===== config.mk =====
export PLATFORM = sky130hd
export DESIGN_NAME = pse_alu
export DESIGN_NICKNAME = d
export VERILOG_FILES = /design/src/rtl/assert_macros.svh /design/src/rtl/pse_pkg.sv /design/src/rtl/pse_alu.sv
export SDC_FILE = /design/constraint.sdc
export NUM_CORES = 1
export LEC_CHECK = 0
export BUFFER_PORTS_ARGS = -buffer_cell sky130_fd_sc_hd__buf_4
export CAP_MARGIN = 20
export CORE_UTILIZATION = 40
export DETAILED_ROUTE_END_ITERATION = 12
export GPL_TIMING_DRIVEN = 0
export PLACE_DENSITY_LB_ADDON = 0.12
export REMOVE_ABC_BUFFERS = 1
export SLEW_MARGIN = 15
export SYNTH_ARGS = -nofsm -noshare
export SYNTH_HDL_FRONTEND = slang
export SYNTH_SLANG_ARGS = --single-unit

===== constraint.sdc =====
create_clock -name clk_i -period 10.57 [get_ports clk_i]
set_clock_uncertainty 0.05 [all_clocks]
set_input_delay 2.114 -clock clk_i [delete_from_list [all_inputs] [get_ports clk_i]]
set_output_delay 2.114 -clock clk_i [all_outputs]
set_load 0.02 [all_outputs]

===== src/rtl/assert_macros.svh =====
// Assertion macros used by the evaluator RTL.
`ifndef ASSERT_MACROS_SVH
`define ASSERT_MACROS_SVH

// Checked on every rising edge of clk_i, suspended while rst_ni is low.
`define PSE_ASSERT(lbl, prop, msg) \
  lbl: assert property (@(posedge clk_i) disable iff (!rst_ni) prop) else $error(msg);

// Checked on every rising edge of clk_i, also during reset.
`define PSE_ASSERT_ALWAYS(lbl, prop, msg) \
  lbl: assert property (@(posedge clk_i) prop) else $error(msg);

`endif


===== src/rtl/pse_pkg.sv =====
// Shared constants and types of the postfix stack evaluator.
`default_nettype none

package pse_pkg;

  localparam int unsigned StackDepth = 512;
  localparam int unsigned LevelW     = $clog2(StackDepth + 1);
  localparam int unsigned AddrW      = $clog2(StackDepth);
  localparam int unsigned DataW      = 32;
  localparam int unsigned SymW       = 8;
  localparam int unsigned StatusW    = 2;
  localparam int unsigned CntW       = $clog2(DataW);

  // ASCII codes of the characters the evaluator acts on.
  localparam logic [SymW-1:0] SymPlus  = 8'h2B;
  localparam logic [SymW-1:0] SymMinus = 8'h2D;
  localparam logic [SymW-1:0] SymStar  = 8'h2A;
  localparam logic [SymW-1:0] SymSlash = 8'h2F;
  localparam logic [SymW-1:0] SymTilde = 8'h7E;
  localparam logic [SymW-1:0] SymOne   = 8'h31;
  localparam logic [SymW-1:0] SymNine  = 8'h39;
  localparam logic [SymW-1:0] SymZero  = 8'h30;

  // Result status codes.
  localparam logic [StatusW-1:0] StOk      = 2'd0;
  localparam logic [StatusW-1:0] StDivZero = 2'd1;
  localparam logic [StatusW-1:0] StFault   = 2'd2;

  typedef enum logic [1:0] {
    ALU_ADD,
    ALU_SUB,
    ALU_MUL,
    ALU_DIV
  } alu_op_e;

  typedef struct packed {
    logic    start;
    alu_op_e op;
  } alu_req_t;

  typedef struct packed {
    logic             done;
    logic [DataW-1:0] result;
  } alu_rsp_t;

endpackage

`default_nettype wire


===== src/rtl/pse_alu.sv =====
// Arithmetic unit: add and subtract straight from the operands, bit-serial multiply and divide.
`default_nettype none

module pse_alu (
  input  wire logic                        clk_i,
  input  wire logic                        rst_ni,
  input  wire pse_pkg::alu_req_t           req_i,
  input  wire logic [pse_pkg::DataW-1:0]   opa_i,
  input  wire logic [pse_pkg::DataW-1:0]   opb_i,
  output pse_pkg::alu_rsp_t                rsp_o
);

  localparam logic [1:0] PhIdle = 2'd0;
  localparam logic [1:0] PhLoop = 2'd1;
  localparam logic [1:0] PhFix  = 2'd2;

  logic [1:0]                 phase_q, phase_d;
  logic                       done_q, done_d;
  pse_pkg::alu_op_e           op_q, op_d;
  logic [pse_pkg::CntW-1:0]   cnt_q, cnt_d;
  logic [pse_pkg::DataW-1:0]  acc_q, acc_d;
  logic [pse_pkg::DataW-1:0]  mcand_q, mcand_d;
  logic [pse_pkg::DataW-1:0]  mplier_q, mplier_d;
  logic [pse_pkg::DataW-1:0]  res_q, res_d;
  logic                       neg_q, neg_d;

  logic [pse_pkg::DataW-1:0]  mag_a, mag_b, rem_sh;
  logic [pse_pkg::DataW:0]    diff;

  // Magnitudes of the signed operands for the divider.
  assign mag_a  = opa_i[pse_pkg::DataW-1] ? (~opa_i + 1'b1) : opa_i;
  assign mag_b  = opb_i[pse_pkg::DataW-1] ? (~opb_i + 1'b1) : opb_i;
  // One restoring-division step: shift in the next dividend bit, try to subtract.
  assign rem_sh = {acc_q[pse_pkg::DataW-2:0], mplier_q[pse_pkg::DataW-1]};
  assign diff   = {1'b0, rem_sh} - {1'b0, mcand_q};

  always_comb begin
    phase_d  = phase_q;
    done_d   = 1'b0;
    op_d     = op_q;
    cnt_d    = cnt_q;
    acc_d    = acc_q;
    mcand_d  = mcand_q;
    mplier_d = mplier_q;
    res_d    = res_q;
    neg_d    = neg_q;
    unique case (phase_q)
      PhIdle: begin
        if (req_i.start) begin
          op_d  = req_i.op;
          cnt_d = '0;
          acc_d = '0;
          unique case (req_i.op)
            pse_pkg::ALU_ADD: begin
              res_d  = opa_i + opb_i;
              done_d = 1'b1;
            end
            pse_pkg::ALU_SUB: begin
              res_d  = opa_i - opb_i;
              done_d = 1'b1;
            end
            pse_pkg::ALU_MUL: begin
              mcand_d  = opa_i;
              mplier_d = opb_i;
              phase_d  = PhLoop;
            end
            pse_pkg::ALU_DIV: begin
              mcand_d  = mag_b;
              mplier_d = mag_a;
              neg_d    = opa_i[pse_pkg::DataW-1] ^ opb_i[pse_pkg::DataW-1];
              phase_d  = PhLoop;
            end
            default: phase_d = PhIdle;
          endcase
        end
      end
      PhLoop: begin
        if (op_q == pse_pkg::ALU_DIV) begin
          if (!diff[pse_pkg::DataW]) begin
            acc_d = diff[pse_pkg::DataW-1:0];
          end else begin
            acc_d = rem_sh;
          end
          mplier_d = {mplier_q[pse_pkg::DataW-2:0], ~diff[pse_pkg::DataW]};
        end else begin
          if (mplier_q[0]) begin
            acc_d = acc_q + mcand_q;
          end
          mcand_d  = {mcand_q[pse_pkg::DataW-2:0], 1'b0};
          mplier_d = {1'b0, mplier_q[pse_pkg::DataW-1:1]};
        end
        cnt_d = cnt_q + 1'b1;
        if (cnt_q == pse_pkg::CntW'(pse_pkg::DataW - 1)) begin
          phase_d = PhFix;
        end
      end
      PhFix: begin
        if (op_q == pse_pkg::ALU_DIV) begin
          res_d = neg_q ? (~mplier_q + 1'b1) : mplier_q;
        end else begin
          res_d = acc_q;
        end
        done_d  = 1'b1;
        phase_d = PhIdle;
      end
      default: phase_d = PhIdle;
    endcase
  end

  always_ff @(posedge clk_i or negedge rst_ni) begin
    if (!rst_ni) begin
      phase_q <= PhIdle;
      done_q  <= 1'b0;
    end else begin
      phase_q <= phase_d;
      done_q  <= done_d;
    end
  end

  always_ff @(posedge clk_i) begin
    op_q     <= op_d;
    cnt_q    <= cnt_d;
    acc_q    <= acc_d;
    mcand_q  <= mcand_d;
    mplier_q <= mplier_d;
    res_q    <= res_d;
    neg_q    <= neg_d;
  end

  assign rsp_o.done   = done_q;
  assign rsp_o.result = res_q;

endmodule

`default_nettype wire


==> flow_summary.yaml, run 1 <==
status:
  status: "complete, no violations"
clocking:
  cts_made_buffers: 17
  cts.path.max_buffers: 2
  cts_tree: "done"
  cts_setup_buffers: 0
  clk_latency_ps: 460
  htree_levels: 4
  clock-root-buffer: "clkbuf_16"
  clkTransAtPathRegs_ps: 70
  clock_sinks: 139
  cts_hold_buf: 0
  cts_resized: 0
yosys:
  yosysSeqAreaShare_pct: 28.8
  postSynthCellCount: 1777
  yosysMostFrequentCell: "nand2_1"
  synth_edf_count: 136
  synthFlopType: "edfxtp_1"
  synth_top_area_cell: "edfxtp_1"
  yosys_register_bits: 139
  synth_common_cells: "243 x nand2_1, 141 x xor2_1, 136 x edfxtp_1, 134 x a21oi_1, 130 x o21ai_0"
  synthesis.area_sq_mm: 0.0144
  synthDistinctLibCells: 74
  yosys-top-cells-area: "edfxtp_1 28%, ha_1 8.7%, xor2_1 8.6%"
  yosys_warnings: 0
  synth_area_per_cell_sq_um: 8.12
  synth.top_cell.area_share_pct: 28.3
  synthArstFlopShare_pct: 2.16
cells_and_area:
  diodes: 0
  layout-drive-gt1-share_pct: 10.3
  area_delta_synth_final_pct: 13.4
  final_nets: 1972
routing:
  vias_per_cell: 5.84
  drc: 0
  postRouteAntennaNets: 0
  via_count: 13288
  wl_per_cell_um: 20.2
  drt_wl_total_um: 46000
  drtIter0Drc: 1098
  firstDrtPassIters: 5
global_route:
  antenna_found_initial: 0
  grt_max_degree: 71
  grt_overflow: 0
  grt_pass1_wl_um: 70700
  grt.total_usage_pct: 25.2
  grt_pass1_vias: 12267
worst_setup_path:
  path_max_fanout: 7
  worstPathArrival_ps: 6300
  ff2ff_setup_slack_ps: 5730
  cp-start-kind: "primary input"
  critical_path.endpoint_type: "register"
  required_ps: 10720
  timing.rr.start: "mplier_q[31]$_DFFE_PP_"
  cp-startpoint: "opb_i[0]"
  crit_type: "in -> reg"
sta:
  fmax_mhz: 163
  drv_slew: 0
  rsz0062_at_grt: "false"
  tightest_slew_ps: 1060
  relSlewSlack_pct: 28.9
  fin_crit_sh_pct: 58.2
  fin_crit_ps: 6150
  setup_tns_ps: 0
  finalSetupViolations: 0
  final_hold_viol_count: 0
floorplan:
  dieWidth_um: 192
  die-area_sq_mm: 0.0368
  die_h_um: 192
  core_sq_mm: 0.0356
  io_pins: 102
  rows: 69
  initial_core_util_pct: 40.6
placement:
  hpwl_um: 35200
  port_buffers: 101
  gp_congestion: 0.877
pwr:
  power.density_mw_per_mm2: 342
  power_mw: 5.59
  total_leakage_power_nw: 6.56
  vdd_drop_max_mv: 0.142
run:
  drv_cap: 0
hold_path:
  min_from: "cnt_q[0]$_SDFFCE_PN0P_"
  min_path_type: "reg -> reg"
worst max-delay path: stages:
cell,delay [ps]
buf_4,130
inv_1,70
ha_1,220
nand3b_1,290
nor2_1,360
nand2_1,160
o31ai_1,280
xor2_1,180
ha_1,320
a21o_1,190
a21oi_1,260
nand4b_1,140
a21oi_1,280
o31a_1,250
nor3_1,80
o21a_1,240
o41ai_1,380
mux2i_1,240
o21ai_0,100
through the flow:
step           instance area [sq um]  cells  setup WS [ps]  util (%)  hold WS (ps)
2_1_floorplan                  14000   1661           4670         -           500
3_3_place_gp                   15300   2223           2020      43.0           536
3_5_place_dp                   15700   2241           3840      44.2           547
4_1_cts                        16300   2273           4320      46.0           557
5_1_grt                        16400   2274           4060      46.0           584
6_report                       16400   2274           4420      46.0           549
worst paths after layout:
path,to,cells after the start
worst min-delay path,cnt_q[0]$_SDFFCE_PN0P_,1
min in group asynchronous,phase_q[1]$_DFFE_PN0P_,1
worst min register to register,cnt_q[0]$_SDFFCE_PN0P_,1
worst max register to register,acc_q[12]$_SDFFCE_PN0P_,15
max in group asynchronous,done_q$_DFF_PN0_,1
worst max-delay path,res_q[31]$_DFFE_PP_,19
layer usage:
metal | routed length, um | GRT usage (%)
met4 | 1040 | 7.84
met2 | 19700 | 37.8
met3 | 2370 | 2.87
met5 | 0 | 0
met1 | 22900 | 37.5
power breakdown:
part,total (mW),switching (mW),internal [mW]
logic,3.60,2.11,1.48
clock network,0.665,0.269,0.396
registers,1.33,0.294,1.03
total,5.59,2.68,2.91
sequential cells by signal, indices dropped and copies added, names as in the netlist:
name / count
acc_q: 32
mcand_q: 32
mplier_q: 32
res_q: 32
cnt_q: 5
op_q: 2
phase_q: 2
done_q: 1
neg_q: 1
placed cells by master (no fill, tap or decap), types with 38 or more instances in the layout:
master / instances
edfxtp_1: 136
o31ai_1: 40
xor2_1: 141
o211ai_1: 62
nand2_1: 241
buf_4: 104
a31oi_1: 41
ha_1: 100
o21ai_0: 130
a21oi_1: 134
a211oi_1: 54
xnor2_1: 54
a21o_1: 38
nor2_1: 126
inv_1: 66
final cells by class:
class	instances	area, sq um
well taps	461	577
clock inverters	14	193
fillers	3528	19200
clock buffers	18	429
flip-flops and latches	139	4160
repair buffers	120	1100
multi-input cells	1456	9650
inverters	66	248
cell families after synthesis:
group	Yosys count	synth area share (%)
and+or+nand+nor	543	17.3
adders and majority gates	103	9.09
muxes	17	1.21
DFF	139	28.8
AOI/OAI and AO/OA	598	26.8
buffers and inverters	182	4.90
xor gates and xnor gates	195	11.8
Power figures use the tool's default switching activity.
==> run 2: changes to the inputs <==
Clock period 10.57 ns to 5.4 ns, I/O delays scaled along.
==> run 2 against run 1 <==
- global-route usage unchanged
- flip-flop and latch count is the same
- combinational power increased by 96%
- final cell count did not move
- register-to-register slack got worse by 5200 ps
- first-iteration DRC count grew 0.91%
- critical path depth fell by 3
- worst setup slack worse by 4100 ps
- total power increased by 96%
- sequential power up 95%
- wire length increased by 0.18%
- largest cell class unchanged
- highest routed layer unchanged
==> flow_summary.yaml, run 2 (synthesis gave the netlist of run 1 again) <==
clocking:
  cts.path.max_buffers: 2
  clkTransAtPathRegs_ps: 70
  htree_levels: 4
  cts_tree: "done"
  cts_hold_buf: 0
  clk_latency_ps: 460
  clock_sinks: 139
  clock-root-buffer: "clkbuf_16"
  cts_made_buffers: 17
routing:
  wl_per_cell_um: 20.3
  drtIter0Drc: 1108
  postRouteAntennaNets: 0
  vias_per_cell: 5.82
  drt_wl_total_um: 46100
  firstDrtPassIters: 5
  drc: 0
  via_count: 13243
sta:
  fin_crit_ps: 5040
  finalSetupViolations: 0
  rsz0062_at_grt: "false"
  fmax_mhz: 199
  fin_crit_sh_pct: 93.3
  final_hold_viol_count: 0
  setup_ws_ps: 363
  tightest_slew_ps: 1040
  drv_slew: 0
  relSlewSlack_pct: 30.4
placement:
  port_buffers: 101
  gp_congestion: 0.877
  pre_cts_ws_ps: -293
  hpwl_um: 35200
  dpl_cell_area_sq_mm: 0.0157
global_route:
  grt.total_usage_pct: 25.2
  grt_pass1_vias: 12267
  grt_overflow: 0
  grt_pass1_wl_um: 70700
  antenna_found_initial: 0
  grt_max_degree: 71
worst_setup_path:
  critical_path.endpoint_type: "register"
  crit_type: "in -> reg"
  ff2ff_path_depth: 15
  ff2ff_setup_slack_ps: 560
  worstPathArrival_ps: 5190
  path_max_fanout: 7
  worstReg2RegEnd: "acc_q[12]$_SDFFCE_PN0P_"
  cp-start-kind: "primary input"
  required_ps: 5550
  timing.rr.start: "mplier_q[31]$_DFFE_PP_"
floorplan:
  initial_core_util_pct: 40.6
  die-area_sq_mm: 0.0368
  io_pins: 102
  die_h_um: 192
  dieWidth_um: 192
  core_sq_mm: 0.0356
  rows: 69
cells_and_area:
  layout-drive-gt1-share_pct: 10.3
  diodes: 0
  final_cell_area_sq_mm: 0.0164
  area_delta_synth_final_pct: 13.4
  final_nets: 1972
  final_common_cell: "nand2_1"
  layout_common_cells: "241 x nand2_1, 141 x xor2_1, 136 x edfxtp_1"
hold_path:
  min_path_type: "in -> async"
status:
  status: "complete, no violations"
run:
  drv_cap: 0
pwr:
  total_leakage_power_nw: 6.56
  power.density_mw_per_mm2: 669
  vdd_drop_max_mv: 0.279
run 2: cell counts in the layout (fill, tap and decap cells not counted):
No cell type changed its count.
run 2: routing by layer:
| metal | global-route usage [%] | wire [um] | up-vias |
|---|---|---|---|
| li1 | - | - | 6589 |
| met1 | 37.5 | 23300 | 6265 |
| met2 | 37.8 | 19600 | 339 |
| met3 | 2.87 | 2110 | 50 |
| met4 | 7.84 | 1040 | 0 |
| met5 | 0 | 0 | - |
run 2: worst max-delay path, stage by stage:
cell,delay (ps)
buf_4,150
or3_1,380
or4_1,420
nor2_1,220
nand2_1,140
o41ai_1,330
xor2_1,230
ha_1,350
a21oi_1,240
nor4b_1,350
o31a_1,260
nor3_1,80
o21a_1,230
o41ai_1,380
mux2i_1,240
o21ai_0,100
run 2: worst max path at each step:
stage	start	to	slack, ps	depth (start not counted)
floorplan	mcand_q[0]$_SDFFCE_PP0P_	acc_q[29]$_SDFFCE_PN0P_	190	12
detailed placement	req_i[1]	res_q[30]$_DFFE_PP_	-290	15
CTS	req_i[1]	res_q[31]$_DFFE_PP_	180	15
finish	opb_i[12]	res_q[31]$_DFFE_PP_	360	16
global placement	phase_q[1]$_DFFE_PN0P_	mcand_q[28]$_DFFE_PP_	-3150	3
global route	opb_i[0]	res_q[31]$_DFFE_PP_	20	19
run 2: repair_timing:
item,4_1_cts,5_1_grt
endpoints found under the setup margin,0,1
buffers inserted,0,0
resized for setup,0,1
run 2: report_power, final:
group | internal, mW | total, mW | switching [mW]
Combinational | 2.90 | 7.05 | 4.14
Clock | 0.775 | 1.31 | 0.531
Sequential | 2.02 | 2.60 | 0.576
Total | 5.70 | 10.9 | 5.25
run 2: area by class of cell:
type                    instances  area [sq um]
fillers                      3528         19200
well taps                     461           577
flip-flops and latches        139          4160
inverters                      66           248
clock buffers                  18           429
repair buffers                120          1100
multi-input cells            1456          9650
clock inverters                14           193
run 2: through the flow:
stage	setup TNS [ps]	total power, mW	std cells	util [%]	hold WS, ps
after floorplan	0	7.54	1661	-	500
after global placement	-255590	9.32	2223	43.0	536
after detailed placement	-1130	9.51	2241	44.2	547
after CTS	0	10.9	2273	46.0	340
after global routing	0	11.8	2274	46.0	346
final	0	10.9	2274	46.0	356
